<file path="src/rtl/srs_pkg.sv">
package srs_pkg;

	// Event kinds, carried on s_tuser.
	typedef enum logic [1:0] {
		OP_TICK   = 2'd0,
		OP_REFUSE = 2'd1,
		OP_REPORT = 2'd2,
		OP_RETRY  = 2'd3
	} op_t;

	// Report classes.
	typedef enum logic [1:0] {
		CLS_GOOD   = 2'd0,
		CLS_PAIRED = 2'd1,
		CLS_REPAIR = 2'd2,
		CLS_RETRY  = 2'd3
	} cls_t;

	// Register indexes (byte address = 4 * index).
	localparam int unsigned REG_IDX_BITS = 3;
	localparam logic [REG_IDX_BITS-1:0] REG_SYNC_ENABLED = 3'd0;
	localparam logic [REG_IDX_BITS-1:0] REG_MIN_GAP      = 3'd1;
	localparam logic [REG_IDX_BITS-1:0] REG_SAFETY_INT   = 3'd2;
	localparam logic [REG_IDX_BITS-1:0] REG_FAIL_MIN     = 3'd3;
	localparam logic [REG_IDX_BITS-1:0] REG_FAIL_MAX     = 3'd4;
	localparam logic [REG_IDX_BITS-1:0] REG_FIXED_RETRY  = 3'd5;

	localparam int unsigned ADDR_BITS = 5;

	// Register reset values.
	localparam logic [15:0] MIN_GAP_RST      = 16'd60;
	localparam logic [19:0] SAFETY_INT_RST   = 20'd21600;
	localparam logic [15:0] FAIL_MIN_RST     = 16'd60;
	localparam logic [15:0] FAIL_MAX_RST     = 16'd1800;
	localparam logic [15:0] FIXED_RETRY_RST  = 16'd300;

	// Beat widths.
	localparam int unsigned IN_DATA_BITS  = 72;
	localparam int unsigned OUT_DATA_BITS = 88;

endpackage

</file>
<file path="src/rtl/sync_retry_scheduler.sv">
// Sync retry scheduler: decides when a sync starts and when a failed sync is
// retried, using a capped exponential backoff plus a change trigger. Each
// input beat is one event (tick, refused request, sync report, retry now,
// selected by s_tuser) and produces exactly one result beat with the fire
// flag, the earliest next attempt, the current backoff and the safety
// deadline as they stand after the event. A tick fires when sync is enabled,
// the earliest-attempt time has passed, and either the change stamp is new
// or the safety deadline has passed. Events flow at one per clock while the
// result register drains, via the input stage and then the result register;
// the rate is set by the single state-update pass (one add-and-saturate plus
// compares) on the event in the input stage. A result waiting on m_tready
// stalls that pass and, once the input stage is full, new events. Registers
// sit on an APB-style port at byte address 4 * index; reads return the
// value, pready is always high. Configure only while no events are in flight.
// TIME_BITS sets the width of the internal time arithmetic: input times are
// truncated to it, deadline sums saturate at 2^TIME_BITS - 1, and reported
// times are zero-extended or truncated to 32 bits.
module sync_retry_scheduler #(
	parameter int unsigned TIME_BITS = 32
) (
	input  logic                                  clk,
	input  logic                                  arst_n,
	// APB-style configuration port
	input  logic                                  psel,
	input  logic                                  penable,
	input  logic                                  pwrite,
	input  logic [srs_pkg::ADDR_BITS-1:0]         paddr,
	input  logic [31:0]                           pwdata,
	output logic [31:0]                           prdata,
	output logic                                  pready,
	// event stream in
	input  logic                                  s_tvalid,
	output logic                                  s_tready,
	// [31:0] now_s, [63:32] change_stamp, [65:64] outcome_class, rest zero
	input  logic [srs_pkg::IN_DATA_BITS-1:0]      s_tdata,
	// [1:0] opcode
	input  logic [1:0]                            s_tuser,
	// result stream out
	output logic                                  m_tvalid,
	input  logic                                  m_tready,
	// [0] fire, [32:1] next_attempt_s, [48:33] backoff_s,
	// [80:49] safety_deadline_s, rest zero
	output logic [srs_pkg::OUT_DATA_BITS-1:0]     m_tdata
);

	// ------------------------------------------------------------------
	// Saturating time add: a + b, clamped to the largest time value.
	// ------------------------------------------------------------------
	function automatic logic [TIME_BITS-1:0] sat_add(
		input logic [TIME_BITS-1:0] a,
		input logic [TIME_BITS-1:0] b
	);
		logic [TIME_BITS:0] sum;
		sum = {1'b0, a} + {1'b0, b};
		return sum[TIME_BITS] ? {TIME_BITS{1'b1}} : sum[TIME_BITS-1:0];
	endfunction

	// ------------------------------------------------------------------
	// Configuration registers
	// ------------------------------------------------------------------
	logic        sync_enabled_q;
	logic [15:0] min_gap_q;
	logic [19:0] safety_int_q;
	logic [15:0] fail_min_q;
	logic [15:0] fail_max_q;
	logic [15:0] fixed_retry_q;

	logic                              cfg_wr;
	logic [srs_pkg::REG_IDX_BITS-1:0]  cfg_idx;

	assign pready  = 1'b1;
	assign cfg_wr  = psel && penable && pwrite && pready;
	assign cfg_idx = paddr[srs_pkg::ADDR_BITS-1:2];

	always_ff @(posedge clk or negedge arst_n) begin
		if (!arst_n) begin
			sync_enabled_q <= 1'b0;
			min_gap_q      <= srs_pkg::MIN_GAP_RST;
			safety_int_q   <= srs_pkg::SAFETY_INT_RST;
			fail_min_q     <= srs_pkg::FAIL_MIN_RST;
			fail_max_q     <= srs_pkg::FAIL_MAX_RST;
			fixed_retry_q  <= srs_pkg::FIXED_RETRY_RST;
		end else if (cfg_wr) begin
			case (cfg_idx)
				srs_pkg::REG_SYNC_ENABLED: sync_enabled_q <= pwdata[0];
				srs_pkg::REG_MIN_GAP:      min_gap_q      <= pwdata[15:0];
				srs_pkg::REG_SAFETY_INT:   safety_int_q   <= pwdata[19:0];
				srs_pkg::REG_FAIL_MIN:     fail_min_q     <= pwdata[15:0];
				srs_pkg::REG_FAIL_MAX:     fail_max_q     <= pwdata[15:0];
				srs_pkg::REG_FIXED_RETRY:  fixed_retry_q  <= pwdata[15:0];
				default: ;
			endcase
		end
	end

	// Readback; only word-aligned addresses return a register.
	always_comb begin
		prdata = '0;
		if (paddr[1:0] == 2'b00) begin
			case (cfg_idx)
				srs_pkg::REG_SYNC_ENABLED: prdata = 32'(sync_enabled_q);
				srs_pkg::REG_MIN_GAP:      prdata = 32'(min_gap_q);
				srs_pkg::REG_SAFETY_INT:   prdata = 32'(safety_int_q);
				srs_pkg::REG_FAIL_MIN:     prdata = 32'(fail_min_q);
				srs_pkg::REG_FAIL_MAX:     prdata = 32'(fail_max_q);
				srs_pkg::REG_FIXED_RETRY:  prdata = 32'(fixed_retry_q);
				default:                   prdata = '0;
			endcase
		end
	end

	// ------------------------------------------------------------------
	// Input stage: hold one event until the update pass takes it.
	// ------------------------------------------------------------------
	logic               valid_s1;
	srs_pkg::op_t       op_s1;
	logic [31:0]        now_s1;
	logic [31:0]        stamp_s1;
	srs_pkg::cls_t      cls_s1;

	logic advance;

	// The update pass runs whenever the result register is free or is
	// being emptied in this same cycle.
	assign advance  = valid_s1 && (!m_tvalid || m_tready);
	assign s_tready = !valid_s1 || advance;

	always_ff @(posedge clk or negedge arst_n) begin
		if (!arst_n) begin
			valid_s1 <= 1'b0;
		end else if (s_tvalid && s_tready) begin
			valid_s1 <= 1'b1;
		end else if (advance) begin
			valid_s1 <= 1'b0;
		end
	end

	always_ff @(posedge clk) begin
		if (s_tvalid && s_tready) begin
			op_s1    <= srs_pkg::op_t'(s_tuser);
			now_s1   <= s_tdata[31:0];
			stamp_s1 <= s_tdata[63:32];
			cls_s1   <= srs_pkg::cls_t'(s_tdata[65:64]);
		end
	end

	// ------------------------------------------------------------------
	// Scheduler state
	// ------------------------------------------------------------------
	logic [TIME_BITS-1:0] next_attempt_q, next_attempt_d;
	logic [31:0]          seen_stamp_q, seen_stamp_d;
	logic                 seen_valid_q, seen_valid_d;
	logic [15:0]          backoff_q, backoff_d;
	logic [TIME_BITS-1:0] safety_q, safety_d;
	logic                 claim_pending_q, claim_pending_d;
	logic                 saved_valid_q, saved_valid_d;
	logic [31:0]          saved_stamp_q, saved_stamp_d;
	logic [TIME_BITS-1:0] saved_safety_q, saved_safety_d;
	logic [31:0]          claimed_stamp_q, claimed_stamp_d;
	logic [TIME_BITS-1:0] claimed_safety_q, claimed_safety_d;
	logic                 fire_d;

	logic [TIME_BITS-1:0] now_t;
	logic                 fresh;
	logic                 go;
	logic [16:0]          dbl;
	logic [15:0]          capped;
	logic [TIME_BITS-1:0] tick_safety;

	assign now_t       = TIME_BITS'(now_s1);
	// No stamp seen means any stamp is new.
	assign fresh       = !seen_valid_q || (stamp_s1 != seen_stamp_q);
	assign go          = (now_t >= next_attempt_q) && (fresh || (now_t >= safety_q));
	assign tick_safety = sat_add(now_t, TIME_BITS'(safety_int_q));

	// Double the backoff, restart at the minimum from zero, clamp at the cap.
	assign dbl    = (backoff_q == 16'd0) ? {1'b0, fail_min_q} : {backoff_q, 1'b0};
	assign capped = (dbl > {1'b0, fail_max_q}) ? fail_max_q : dbl[15:0];

	always_comb begin
		next_attempt_d   = next_attempt_q;
		seen_stamp_d     = seen_stamp_q;
		seen_valid_d     = seen_valid_q;
		backoff_d        = backoff_q;
		safety_d         = safety_q;
		claim_pending_d  = claim_pending_q;
		saved_valid_d    = saved_valid_q;
		saved_stamp_d    = saved_stamp_q;
		saved_safety_d   = saved_safety_q;
		claimed_stamp_d  = claimed_stamp_q;
		claimed_safety_d = claimed_safety_q;
		fire_d           = 1'b0;

		case (op_s1)
			srs_pkg::OP_TICK: begin
				// Fire: save what the claim overwrites so a refusal can undo it.
				if (sync_enabled_q && go) begin
					saved_valid_d    = seen_valid_q;
					saved_stamp_d    = seen_stamp_q;
					saved_safety_d   = safety_q;
					seen_stamp_d     = stamp_s1;
					seen_valid_d     = 1'b1;
					next_attempt_d   = sat_add(now_t, TIME_BITS'(min_gap_q));
					safety_d         = tick_safety;
					claimed_stamp_d  = stamp_s1;
					claimed_safety_d = tick_safety;
					claim_pending_d  = 1'b1;
					fire_d           = 1'b1;
				end
			end
			srs_pkg::OP_REFUSE: begin
				// Roll back only the claimed fields nobody touched since.
				if (claim_pending_q) begin
					if (seen_valid_q && (seen_stamp_q == claimed_stamp_q)) begin
						seen_valid_d = saved_valid_q;
						seen_stamp_d = saved_stamp_q;
					end
					if (safety_q == claimed_safety_q) begin
						safety_d = saved_safety_q;
					end
					claim_pending_d = 1'b0;
				end
			end
			srs_pkg::OP_REPORT: begin
				case (cls_s1)
					srs_pkg::CLS_GOOD: begin
						backoff_d = 16'd0;
					end
					srs_pkg::CLS_PAIRED: begin
						backoff_d      = 16'd0;
						next_attempt_d = '0;
						seen_valid_d   = 1'b0;
					end
					srs_pkg::CLS_REPAIR: begin
						backoff_d      = fixed_retry_q;
						next_attempt_d = sat_add(now_t, TIME_BITS'(fixed_retry_q));
						seen_valid_d   = 1'b0;
					end
					default: begin
						backoff_d      = capped;
						next_attempt_d = sat_add(now_t, TIME_BITS'(capped));
						seen_valid_d   = 1'b0;
					end
				endcase
			end
			default: begin
				// Retry now: clear the schedule.
				backoff_d      = 16'd0;
				next_attempt_d = '0;
				seen_valid_d   = 1'b0;
			end
		endcase
	end

	always_ff @(posedge clk or negedge arst_n) begin
		if (!arst_n) begin
			next_attempt_q   <= '0;
			seen_stamp_q     <= '0;
			seen_valid_q     <= 1'b1;
			backoff_q        <= '0;
			safety_q         <= '0;
			claim_pending_q  <= 1'b0;
			saved_valid_q    <= 1'b0;
			saved_stamp_q    <= '0;
			saved_safety_q   <= '0;
			claimed_stamp_q  <= '0;
			claimed_safety_q <= '0;
		end else if (advance) begin
			next_attempt_q   <= next_attempt_d;
			seen_stamp_q     <= seen_stamp_d;
			seen_valid_q     <= seen_valid_d;
			backoff_q        <= backoff_d;
			safety_q         <= safety_d;
			claim_pending_q  <= claim_pending_d;
			saved_valid_q    <= saved_valid_d;
			saved_stamp_q    <= saved_stamp_d;
			saved_safety_q   <= saved_safety_d;
			claimed_stamp_q  <= claimed_stamp_d;
			claimed_safety_q <= claimed_safety_d;
		end
	end

	// ------------------------------------------------------------------
	// Result register
	// ------------------------------------------------------------------
	logic        fire_q;
	logic [31:0] next_out_q;
	logic [15:0] backoff_out_q;
	logic [31:0] safety_out_q;

	always_ff @(posedge clk or negedge arst_n) begin
		if (!arst_n) begin
			m_tvalid <= 1'b0;
		end else if (advance) begin
			m_tvalid <= 1'b1;
		end else if (m_tready) begin
			m_tvalid <= 1'b0;
		end
	end

	always_ff @(posedge clk) begin
		if (advance) begin
			fire_q        <= fire_d;
			next_out_q    <= 32'(next_attempt_d);
			backoff_out_q <= backoff_d;
			safety_out_q  <= 32'(safety_d);
		end
	end

	assign m_tdata = {7'd0, safety_out_q, backoff_out_q, next_out_q, fire_q};

endmodule

</file>
<file path="config.mk">
export PLATFORM = sky130hd
export DESIGN_NAME = sync_retry_scheduler
export DESIGN_NICKNAME = d
export VERILOG_FILES = /design/src/rtl/srs_pkg.sv /design/src/rtl/sync_retry_scheduler.sv
export SDC_FILE = /design/constraint.sdc
export NUM_CORES = 1
export LEC_CHECK = 0
export BUFFER_PORTS_ARGS = -buffer_cell sky130_fd_sc_hd__buf_2
export CELL_PAD_IN_SITES_DETAIL_PLACEMENT = 2
export CELL_PAD_IN_SITES_GLOBAL_PLACEMENT = 2
export CORE_AREA = 2 2 320 259
export CTS_BUF_LIST = sky130_fd_sc_hd__clkbuf_4
export CTS_CLUSTER_SIZE = 10
export DETAILED_ROUTE_END_ITERATION = 10
export DIE_AREA = 0 0 322 261
export PLACE_DENSITY = 0.73
export SLEW_MARGIN = 20
export SYNTH_ARGS = -nofsm -noshare
export SYNTH_HDL_FRONTEND = slang
export SYNTH_SLANG_ARGS = --single-unit
</file>
<file path="constraint.sdc">
create_clock -name clk -period 8 [get_ports clk]
set_input_delay 0.8 -clock clk [delete_from_list [all_inputs] [get_ports clk]]
set_output_delay 0.8 -clock clk [all_outputs]
set_load 0.02 [all_outputs]
</file>
==> flow_metrics.tcl, run 1 <==
set metrics [dict create \
    cp_common_cell "a21o_1" \
    p_per_area_nw_per_um2 302.7 \
    cts_htree_levels 4 \
    synth_top_family_by_area "compound AO/OA/AOI/OAI gates" \
    initial_core_util_pct 34.63 \
    cts_buffer_depth 3 \
    reg2reg_from "backoff_q[3]" \
    synthAdderAreaFrac_pct 6.874 \
    slowest_delay_ns 0.60 \
    tritoncts "built" \
    detailroute.via_count 25740 \
    multi_input_area_um2 14250 \
    synth-compound-area-share_pct 19.14 \
    drive_above_1_share_pct 19.29 \
    drtIter0Drc 2188 \
    die_y_um 261 \
    outcome "finished, final reports clean" \
    crit_arrival_ns 8.16 \
    cp_data_required_time_ns 8.71 \
    critPathCapture "next_out_q[27]" \
    yosys_warnings 0 \
    tightest_slew_ns 1.090 \
    synth-xor-area-share_pct 4.893 \
    netlist_instances 2890 \
    wirelength_mm 127.7 \
    die_width_um 322 \
    fmax_ghz 0.1343 \
    clk_latency_ns 1.10 \
    drv_cap 0 \
    ff2ff_path_depth 25 \
    cts_root_buf "clkbuf_4" \
    dr.pass1.iters 7 \
    holdPathStages 3 \
    seqCellArea_um2 12760 \
    nFillCells 8747 \
    setup_viol 0 \
    post-route-period-util_pct 93.08 \
    setup.worst_path.start_class "flip-flop" \
    r2r_slack_ns 0.55 \
    ant_nets 0 \
    syn2layout_area_growth_pct 17.86 \
    yosys.area_share.simple_pct 13.12 \
    ys.flop_type "dfrtp_1" \
    critPathLaunch "backoff_q[3]" \
    stdcell_area_um2 33120 \
    grt_pass1_wl_mm 187.8 \
    track_usage_pct 30.24 \
    crit_slowest_cell "a311o_1" \
    post_cts_buffers 0 \
    grt_setup_unrepaired "no" \
    die_area_um2 84040 \
    clock-sinks 479 \
    r2r-end "next_out_q[27]" \
    core_area_um2 81150 \
    seq_area_frac_synth_pct 45.41 \
    syn_area_um2 28100 \
    place_congestion 0.9283 \
    rows 94 \
    synth_mux_area_share_pct 6.126 \
    placed_area_um2 30330 \
    clkSlewWorstSetupHoldPaths_ns 0.06 \
    end_kind "flip-flop" \
    critical_path_class "flip-flop to flip-flop" \
    crit_family "compound AO/OA/AOI/OAI gates" \
    ioPinCount 241 \
    period_needed_ns 7.446 \
    synth_cell_types 88 \
    viasPerCell 5.832 \
    crit_cells 25 \
    grt_pass1_vias 27690 \
    fin_tns_setup_ns 0 \
    synth_edf_count 149 \
    cts_resized 0 \
    portBuffers 202 \
    numCtsBuffers 139 \
    wl_per_cell_um 28.94 \
    final_nets 3504 \
    synthArstFlopShare_pct 68.89 \
    critPathMaxFanout 13 \
    drc 0 \
    p_leak_nw 15.14 \
    hold_path.class "primary input to flip-flop" \
    ys_ff_latch 479 \
    slew_viol_final 0 \
    hold_viol 0 \
    overflow 0 \
    path_buf_inv 4 \
    max-slew-margin-rel_pct 27.27 \
    antenna_found_initial 11 \
    skew_ns 0.1170 \
    postSynthAreaPerCell_um2 9.724 \
    hpwl_mm 90.32 \
    grt_max_degree 97 \
    irDropWorstVdd_mv 0.1249 \
]
==> worst min path at each step <==
stage                                  from                 to
after floorplan               saved_valid_q      saved_valid_q
after global placement    saved_stamp_q[15]  saved_stamp_q[15]
after detailed placement  saved_stamp_q[30]  saved_stamp_q[30]
after CTS                        pwdata[11]     fail_max_q[11]
after global routing              pwdata[2]      fail_max_q[2]
final                            pwdata[11]     fail_max_q[11]
==> cell type report <==
type                            count  share of cell area, %
Timing Repair Buffer              352                  7.124
Clock buffer                      216                  4.896
Multi-Input combinational cell   2137                  43.02
Antenna cell                        8                0.06044
Sequential cell                   479                  38.52
Tap cell                         1056                  3.989
Clock inverter                     40                 0.9671
Inverter                          125                  1.424
==> cells in the final DEF (no fill, tap or decap), drive strengths merged, types with 17 or more instances in the layout <==
master / n
a211oi: 39
a21o: 87
a21oi: 174
a221oi: 21
a22o: 24
a22oi: 52
a31oi: 36
and2: 18
and3: 22
buf: 272
clkbuf: 216
clkinv: 32
conb: 20
dfrtp: 308
dfstp: 22
dlygate4sd3: 80
edfxtp: 149
ha: 148
inv: 127
mux2: 78
mux2i: 83
nand2: 443
nand2b: 25
nand3: 48
nand4: 41
nor2: 117
nor3: 19
nor4: 17
o21ai: 265
o22ai: 17
or3: 18
xnor2: 98
xor2: 59
==> where the power goes <==
group | total (mW) | internal, mW | switching, mW
combinational | 3.75 | 1.35 | 2.40
clock | 2.65 | 1.40 | 1.25
sequential | 3.63 | 3.07 | 0.557
total | 10.0 | 5.82 | 4.21
==> metrics by stage <==
stage               util, %  power (mW)  cells  hold WS, ns  worst slack (ns)
floorplan                 -       5.717   2908       0.4446             2.097
global placement      37.37       7.045   4068       0.4574            0.9221
detailed placement    37.37       7.241   4068       0.4673            0.7602
CTS                   40.75       9.958   4404     0.002410            0.6896
global route          40.80       10.56   4408      0.05762            0.2333
finish                40.81       10.03   4413      0.09255            0.5536
==> worst register-to-register path, delay by kind of cell, from the launching register on <==
kind,cells,cell delay (ns)
muxes,1,0.56
DFF,1,0.50
buffers and inverters,4,0.88
adders and majority gates,2,0.64
and+or+nand+nor,4,1.26
AOI/OAI and AO/OA,14,3.31
==> cells in the mapped netlist, drive strengths merged, types with 24 or more instances <==
cell type	instances	share of area, %
a31oi	36	0.85
inv	125	1.7
a22oi	52	1.4
xor2	59	1.8
nor2	117	1.6
nand4	41	0.91
mux2	78	3.1
o21ai	265	4.7
nand3	48	0.87
a211oi	39	1.1
dfrtp	308	27
ha	148	6.6
edfxtp	149	16
nand2b	25	0.56
a21o	87	2.3
nand2	443	6.0
a21oi	174	3.2
xnor2	98	3.1
clkbuf	103	1.4
a22o	24	0.75
mux2i	83	3.0
buf	64	1.4
==> kinds of logic (layout without fill, tap and decap cells) <==
logic type,Yosys count,count (layout)
multiplexers,161,161
AO/OA/AOI/OAI,834,834
XOR/XNOR,157,157
other,2,28
flip-flops,479,479
AND/OR/NAND/NOR,813,813
buffers and inverters,292,733
adder cells (fa/ha/maj),152,152
==> layer usage <==
metal  vias to the layer above  track usage, %  wire length [um]
li1                      11230               -                 -
met1                     13430           43.14             59060
met2                       886           46.23             56930
met3                       194           5.908              8514
met4                         0           9.489              3191
met5                         -               0                 0
==> sequential cells by signal, summed over array words and instances, names as in the netlist, 2 cells and up <==
signal	flops
claimed_stamp_q	32
saved_stamp_q	32
op_s1	2
cls_s1	2
backoff_out_q	16
safety_q	32
safety_out_q	32
claimed_safety_q	32
next_attempt_q	32
backoff_q	16
seen_stamp_q	32
fail_min_q	16
fixed_retry_q	16
stamp_s1	32
saved_safety_q	32
now_s1	32
safety_int_q	20
next_out_q	32
fail_max_q	16
min_gap_q	16
==> timing repair <==
| action | CTS | global route |
|---|---|---|
| hold endpoints to repair | 161 | 0 |
| endpoints found under the setup margin | 0 | 0 |
| hold buffers | 80 | 0 |
No activity file was read; power rests on OpenSTA's default activity.
==> run 2: changes to the inputs <==
--- a/config.mk
+++ b/config.mk
@@ -13,6 +13,7 @@
 export CTS_CLUSTER_SIZE = 10
 export DETAILED_ROUTE_END_ITERATION = 10
 export DIE_AREA = 0 0 322 261
+export HOLD_SLACK_MARGIN = 0.12
 export PLACE_DENSITY = 0.73
 export SLEW_MARGIN = 20
 export SYNTH_ARGS = -nofsm -noshare
==> run 2 against run 1 <==
Maximum frequency decreased by 1.7%. Count of clock-buffer cells in the layout unchanged. Flip-flop and latch count unchanged. Sequential power about the same. Clock power about the same. Combinational power about the same. Highest routed layer is now met5.
==> flow_metrics.tcl, run 2 (same netlist as run 1, synthesis figures left out) <==
set metrics [dict create \
    outcome "finished, final reports clean" \
    syn2layout_area_growth_pct 18.29 \
    setup_viol 0 \
    skew_ns 0.1272 \
    hold_path.class "primary input to asynchronous set/reset pin" \
    tritoncts "built" \
    core_area_um2 81150 \
    grt_pass1_wl_mm 189.4 \
    grt_setup_unrepaired "no" \
    end_kind "flip-flop" \
    place_congestion 0.9283 \
    final_common_cell "nand2_1" \
    tightest_slew_ns 1.062 \
    wl_per_cell_um 29.13 \
    drtIter0Drc 2214 \
    setup.worst_path.start_class "flip-flop" \
    r2r_slack_ns 0.42 \
    post-route-period-util_pct 94.71 \
    critical_path_class "flip-flop to flip-flop" \
    initial_core_util_pct 34.63 \
    period_needed_ns 7.577 \
    drive_above_1_share_pct 19.22 \
    wirelength_mm 128.9 \
    hold_viol 0 \
    die_y_um 261 \
    p_leak_nw 15.19 \
    ff2ff_path_depth 25 \
    fin_tns_setup_ns 0 \
    r2r-end "next_out_q[27]" \
    ant_nets 0 \
    die_width_um 322 \
    max-slew-margin-rel_pct 29.15 \
    final_nets 3516 \
    cts_buffer_depth 3 \
    clk_latency_ns 1.11 \
    detailroute.via_count 26050 \
    crit_arrival_ns 8.28 \
    cp_data_required_time_ns 8.71 \
    cp_common_cell "a21o_1" \
    portBuffers 202 \
    whs_ns 0.3865 \
    reg2reg_from "backoff_q[3]" \
    dr.pass1.iters 5 \
    drv_cap 0 \
    rows 94 \
    grt_pass1_vias 27900 \
    cts_root_buf "clkbuf_4" \
    worst_slack_ns 0.4233 \
    track_usage_pct 30.47 \
    numCtsBuffers 139 \
    drc 0 \
    crit_slowest_cell "a311o_1" \
    slew_viol_final 0 \
    place_ws_ns 0.7602 \
    fmax_ghz 0.1320 \
    p_per_area_nw_per_um2 302.7 \
    grt_max_degree 97 \
    cts_htree_levels 4 \
    critPathMaxFanout 13 \
    hpwl_mm 90.32 \
    viasPerCell 5.887 \
    overflow 0 \
    antenna_found_initial 10 \
    clock-sinks 479 \
    cts_resized 0 \
    most-common-layout-cells "nand2_1, dfrtp_1, o21ai_0" \
    path_buf_inv 4 \
    clkSlewWorstSetupHoldPaths_ns 0.06 \
    irDropWorstVdd_mv 0.1245 \
    die_area_um2 84040 \
    crit_family "compound AO/OA/AOI/OAI gates" \
    slowest_delay_ns 0.61 \
    ioPinCount 241 \
]
-- run 2: cell count changes in the layout (fill, tap and decap cells not counted) --
cell | before | now
dlygate4sd3_1 | 80 | 92
-- run 2: timing repair --
action	in CTS	in global routing
hold buffers	92	0
endpoints found under the setup margin	0	0
setup buffers	0	0
hold endpoints to repair	228	0
-- run 2: stage by stage --
stage / cell area (um2) / util [%] / power [mW] / std cells
after global routing: 33230 / 40.95 / 10.58 / 4422
after CTS: 33190 / 40.90 / 9.963 / 4416
after floorplan: 28170 / - / 5.717 / 2908
after detailed placement: 30330 / 37.37 / 7.241 / 4068
after global placement: 30330 / 37.37 / 7.045 / 4068
final: 33240 / 40.96 / 10.06 / 4425
-- run 2: power by group --
group | internal [mW] | leakage, nW | switching [mW]
clock | 1.40 | 1.15 | 1.26
combinational | 1.35 | 8.29 | 2.42
sequential | 3.07 | 5.75 | 0.560
-- run 2: cell type report --
type | instances | area, um2
flip-flops and latches | 479 | 12760
clock buffers | 216 | 1622
fillers | 8732 | 47910
repair buffers | 364 | 2480
clock inverters | 40 | 320.3
multi-input cells | 2137 | 14250
inverters | 125 | 471.7
well taps | 1056 | 1321
diodes | 8 | 20.02
-- run 2: how the worst max path moves through the flow --
stage	startpoint	slack, ns	to	cells past startpoint
2_1_floorplan	backoff_q[3]	2.10	next_attempt_q[10]	28
3_3_place_gp	backoff_q[3]	0.92	next_out_q[11]	25
3_5_place_dp	backoff_q[3]	0.76	next_attempt_q[0]	25
4_1_cts	backoff_q[3]	0.69	next_attempt_q[24]	25
5_1_grt	backoff_q[3]	0.14	next_attempt_q[24]	25
6_report	backoff_q[3]	0.42	next_out_q[27]	25
-- run 2: worst reg2reg max path: stages (launching register included) --
cell and delay (ns):
dfrtp_1 0.51, nor4_1 0.38, and4_1 0.34, buf_4 0.26
a21o_1 0.19, ha_1 0.25, a21o_1 0.17, a21o_1 0.18
a21oi_1 0.18, o21ai_0 0.10, o211ai_1 0.24, a21o_1 0.19
nor2b_1 0.22, buf_4 0.31, mux2i_1 0.58, inv_1 0.12
ha_1 0.40, a21o_1 0.22, a211o_1 0.29, o22a_1 0.22
a311o_1 0.61, nand3_2 0.32, buf_4 0.20, a21oi_1 0.07
a211oi_1 0.59, a21oi_1 0.17
-- run 2: per-layer routing --
layer / global-route usage (%) / routed length (um)
met1: 43.50 / 59540
met2: 46.68 / 57330
met3: 5.661 / 8339
met4: 9.722 / 3660
met5: 0 / 19
==> run 3: changes to the inputs <==
--- a/config.mk
+++ b/config.mk
@@ -15,6 +15,7 @@
 export DIE_AREA = 0 0 322 261
 export HOLD_SLACK_MARGIN = 0.12
 export PLACE_DENSITY = 0.73
+export RECOVER_POWER = 50
 export SLEW_MARGIN = 20
 export SYNTH_ARGS = -nofsm -noshare
 export SYNTH_HDL_FRONTEND = slang
==> constraint.sdc (replaced) <==
create_clock -name clk -period 8 [get_ports clk]
set_input_delay 0.8 -clock clk [delete_from_list [all_inputs] [get_ports clk]]
set_output_delay 0.8 -clock clk [all_outputs]
set_load 0.05 [all_outputs]
==> run 3 against run 2 <==
The run now ends with max-capacitance violations, max-slew violations left. Non-clock buffer count is the same. Core utilization fell by 0.11 points. Cell count stayed put. First-iteration DRC count decreased by 1.8%. Power grew 1.6%. Maximum frequency shrank 0.69%. Flip-flop and latch count unchanged. Critical path type unchanged. Highest routed layer unchanged.
==> flow_metrics.tcl, run 3 (same netlist as run 1, synthesis figures left out) <==
set metrics [dict create \
    outcome "finished, violations left" \
    violations "max-capacitance violations, max-slew violations" \
    gr-usage-met2_pct 46.68 \
    grt_max_degree 97 \
    tightest_slew_ns 5.780 \
    cts_resized 0 \
    viasPerCell 5.857 \
    cts_root_buf "clkbuf_4" \
    ant_nets 0 \
    max-slew-margin-rel_pct -285.3 \
    p_total_mw 10.22 \
    skew_ns 0.1274 \
    stdcell_count 4425 \
    critPathMaxFanout 13 \
    rows 94 \
    crit_arrival_ns 8.34 \
    whs_ns 0.4632 \
    stdcell_area_um2 33150 \
    numCtsBuffers 139 \
    placed_area_um2 30330 \
    fmax_ghz 0.1311 \
    clock-sinks 479 \
    reg2reg_from "backoff_q[3]" \
    most-common-layout-cells "nand2_1, dfrtp_1, o21ai_0" \
    hold_path.class "primary input to flip-flop" \
    slew_viol_final 488 \
    drc 0 \
    portBuffers 202 \
    nFillCells 8756 \
    hpwl_mm 90.32 \
    r2r_slack_ns 0.37 \
    final_nets 3516 \
    fin_tns_setup_ns 0 \
    dr.pass1.iters 6 \
    end_kind "flip-flop" \
    wl_per_cell_um 29.16 \
    irDropWorstVdd_mv 0.1432 \
    drive_above_1_share_pct 18.24 \
    clkSlewWorstSetupHoldPaths_ns 0.07 \
    p_per_area_nw_per_um2 308.2 \
    setup_viol 0 \
    wirelength_mm 129.0 \
    die_width_um 322 \
    clk_latency_ns 1.11 \
    antenna_found_initial 10 \
    post_cts_buffers 0 \
    core_area_um2 81150 \
    cp_data_required_time_ns 8.71 \
    die_y_um 261 \
    grt_setup_unrepaired "no" \
    initial_core_util_pct 34.63 \
    ctsHoldBuffers 92 \
    cts_buffer_depth 3 \
    syn2layout_area_growth_pct 17.97 \
    busiest_layer "met2" \
    place_ws_ns 0.7602 \
    grt_util_met1_pct 43.50 \
    final_common_cell "nand2_1" \
    drtIter0Drc 2174 \
    placed_cells_incl_taps 4068 \
    grt_pass1_wl_mm 189.4 \
    seqCellArea_um2 12760 \
    track_usage_pct 30.47 \
    die_area_um2 84040 \
    post-route-period-util_pct 95.36 \
    holdPathStages 2 \
    overflow 0 \
    detailroute.via_count 25920 \
    grt_pass1_vias 27900 \
    setup.worst_path.start_class "flip-flop" \
    place_congestion 0.9283 \
    tritoncts "built" \
    final_util_pct 40.85 \
    worst_slack_ns 0.3709 \
    grt_use_met3_pct 5.661 \
    hold_viol 0 \
    p_leak_nw 15.10 \
    ioPinCount 241 \
    period_needed_ns 7.629 \
    multi_input_area_um2 14230 \
    critical_path_class "flip-flop to flip-flop" \
    critPathLaunch "backoff_q[3]" \
    drv_cap 10 \
    ff2ff_path_depth 25 \
    holdCritStartpoint "s_tdata[37]" \
    r2r-end "next_out_q[27]" \
    cts_htree_levels 4 \
    min_to "stamp_s1[5]" \
]
[run 3: cell types whose count changed in the layout (fill, tap and decap cells not counted), sizes merged]
cell / previous run / this run
clkbuf: 216 / 246
clkinvlp: 1 / 2
buf: 272 / 242
inv: 127 / 126
[run 3: worst max-delay path by stage]
stage	to	slack (ns)	cells past startpoint
3_3_place_gp	next_out_q[11]	0.92	25
3_5_place_dp	next_attempt_q[0]	0.76	25
6_report	next_out_q[27]	0.37	25
5_1_grt	next_attempt_q[24]	0.13	25
4_1_cts	next_attempt_q[24]	0.69	25
2_1_floorplan	next_attempt_q[10]	2.10	28
[run 3: critical path, cell delays in order, from the launching register on]
cell and delay (ns):
dfrtp_1 0.50, nor4_1 0.38, and4_1 0.34, buf_4 0.26, a21o_1 0.18, ha_1 0.24
a21o_1 0.16, a21o_1 0.18, a21oi_1 0.18, o21ai_0 0.10, o211ai_1 0.24, a21o_1 0.19
nor2b_1 0.21, buf_4 0.31, mux2i_1 0.57, inv_1 0.12, ha_1 0.40, a21o_1 0.22
a211o_1 0.29, o22a_1 0.21, a311o_1 0.60, nand3_2 0.31, buf_4 0.20, a21oi_1 0.07
a211oi_1 0.65, a21oi_1 0.17
[run 3: power by group]
group | switching (mW) | total (mW) | internal, mW
Clock | 1.26 | 2.66 | 1.40
Combinational | 2.57 | 3.92 | 1.35
Sequential | 0.559 | 3.64 | 3.08
Total | 4.40 | 10.2 | 5.82
[run 3: per-layer routing]
metal	vias up	part of all wire (%)	wire length, um
li1	11250	-	-
met1	13510	46	59680
met2	932	45	57570
met3	226	6.4	8258
met4	4	2.7	3504
met5	-	0.015	19
[run 3: area by class of cell]
type | instances | area share (%)
tap | 1056 | 3.985
antenna | 8 | 0.06038
inverter | 125 | 1.419
multi-input combinational | 2137 | 42.91
sequential | 479 | 38.49
clock buffer | 216 | 4.891
clock inverter | 40 | 0.9661
timing repair buffer | 364 | 7.276
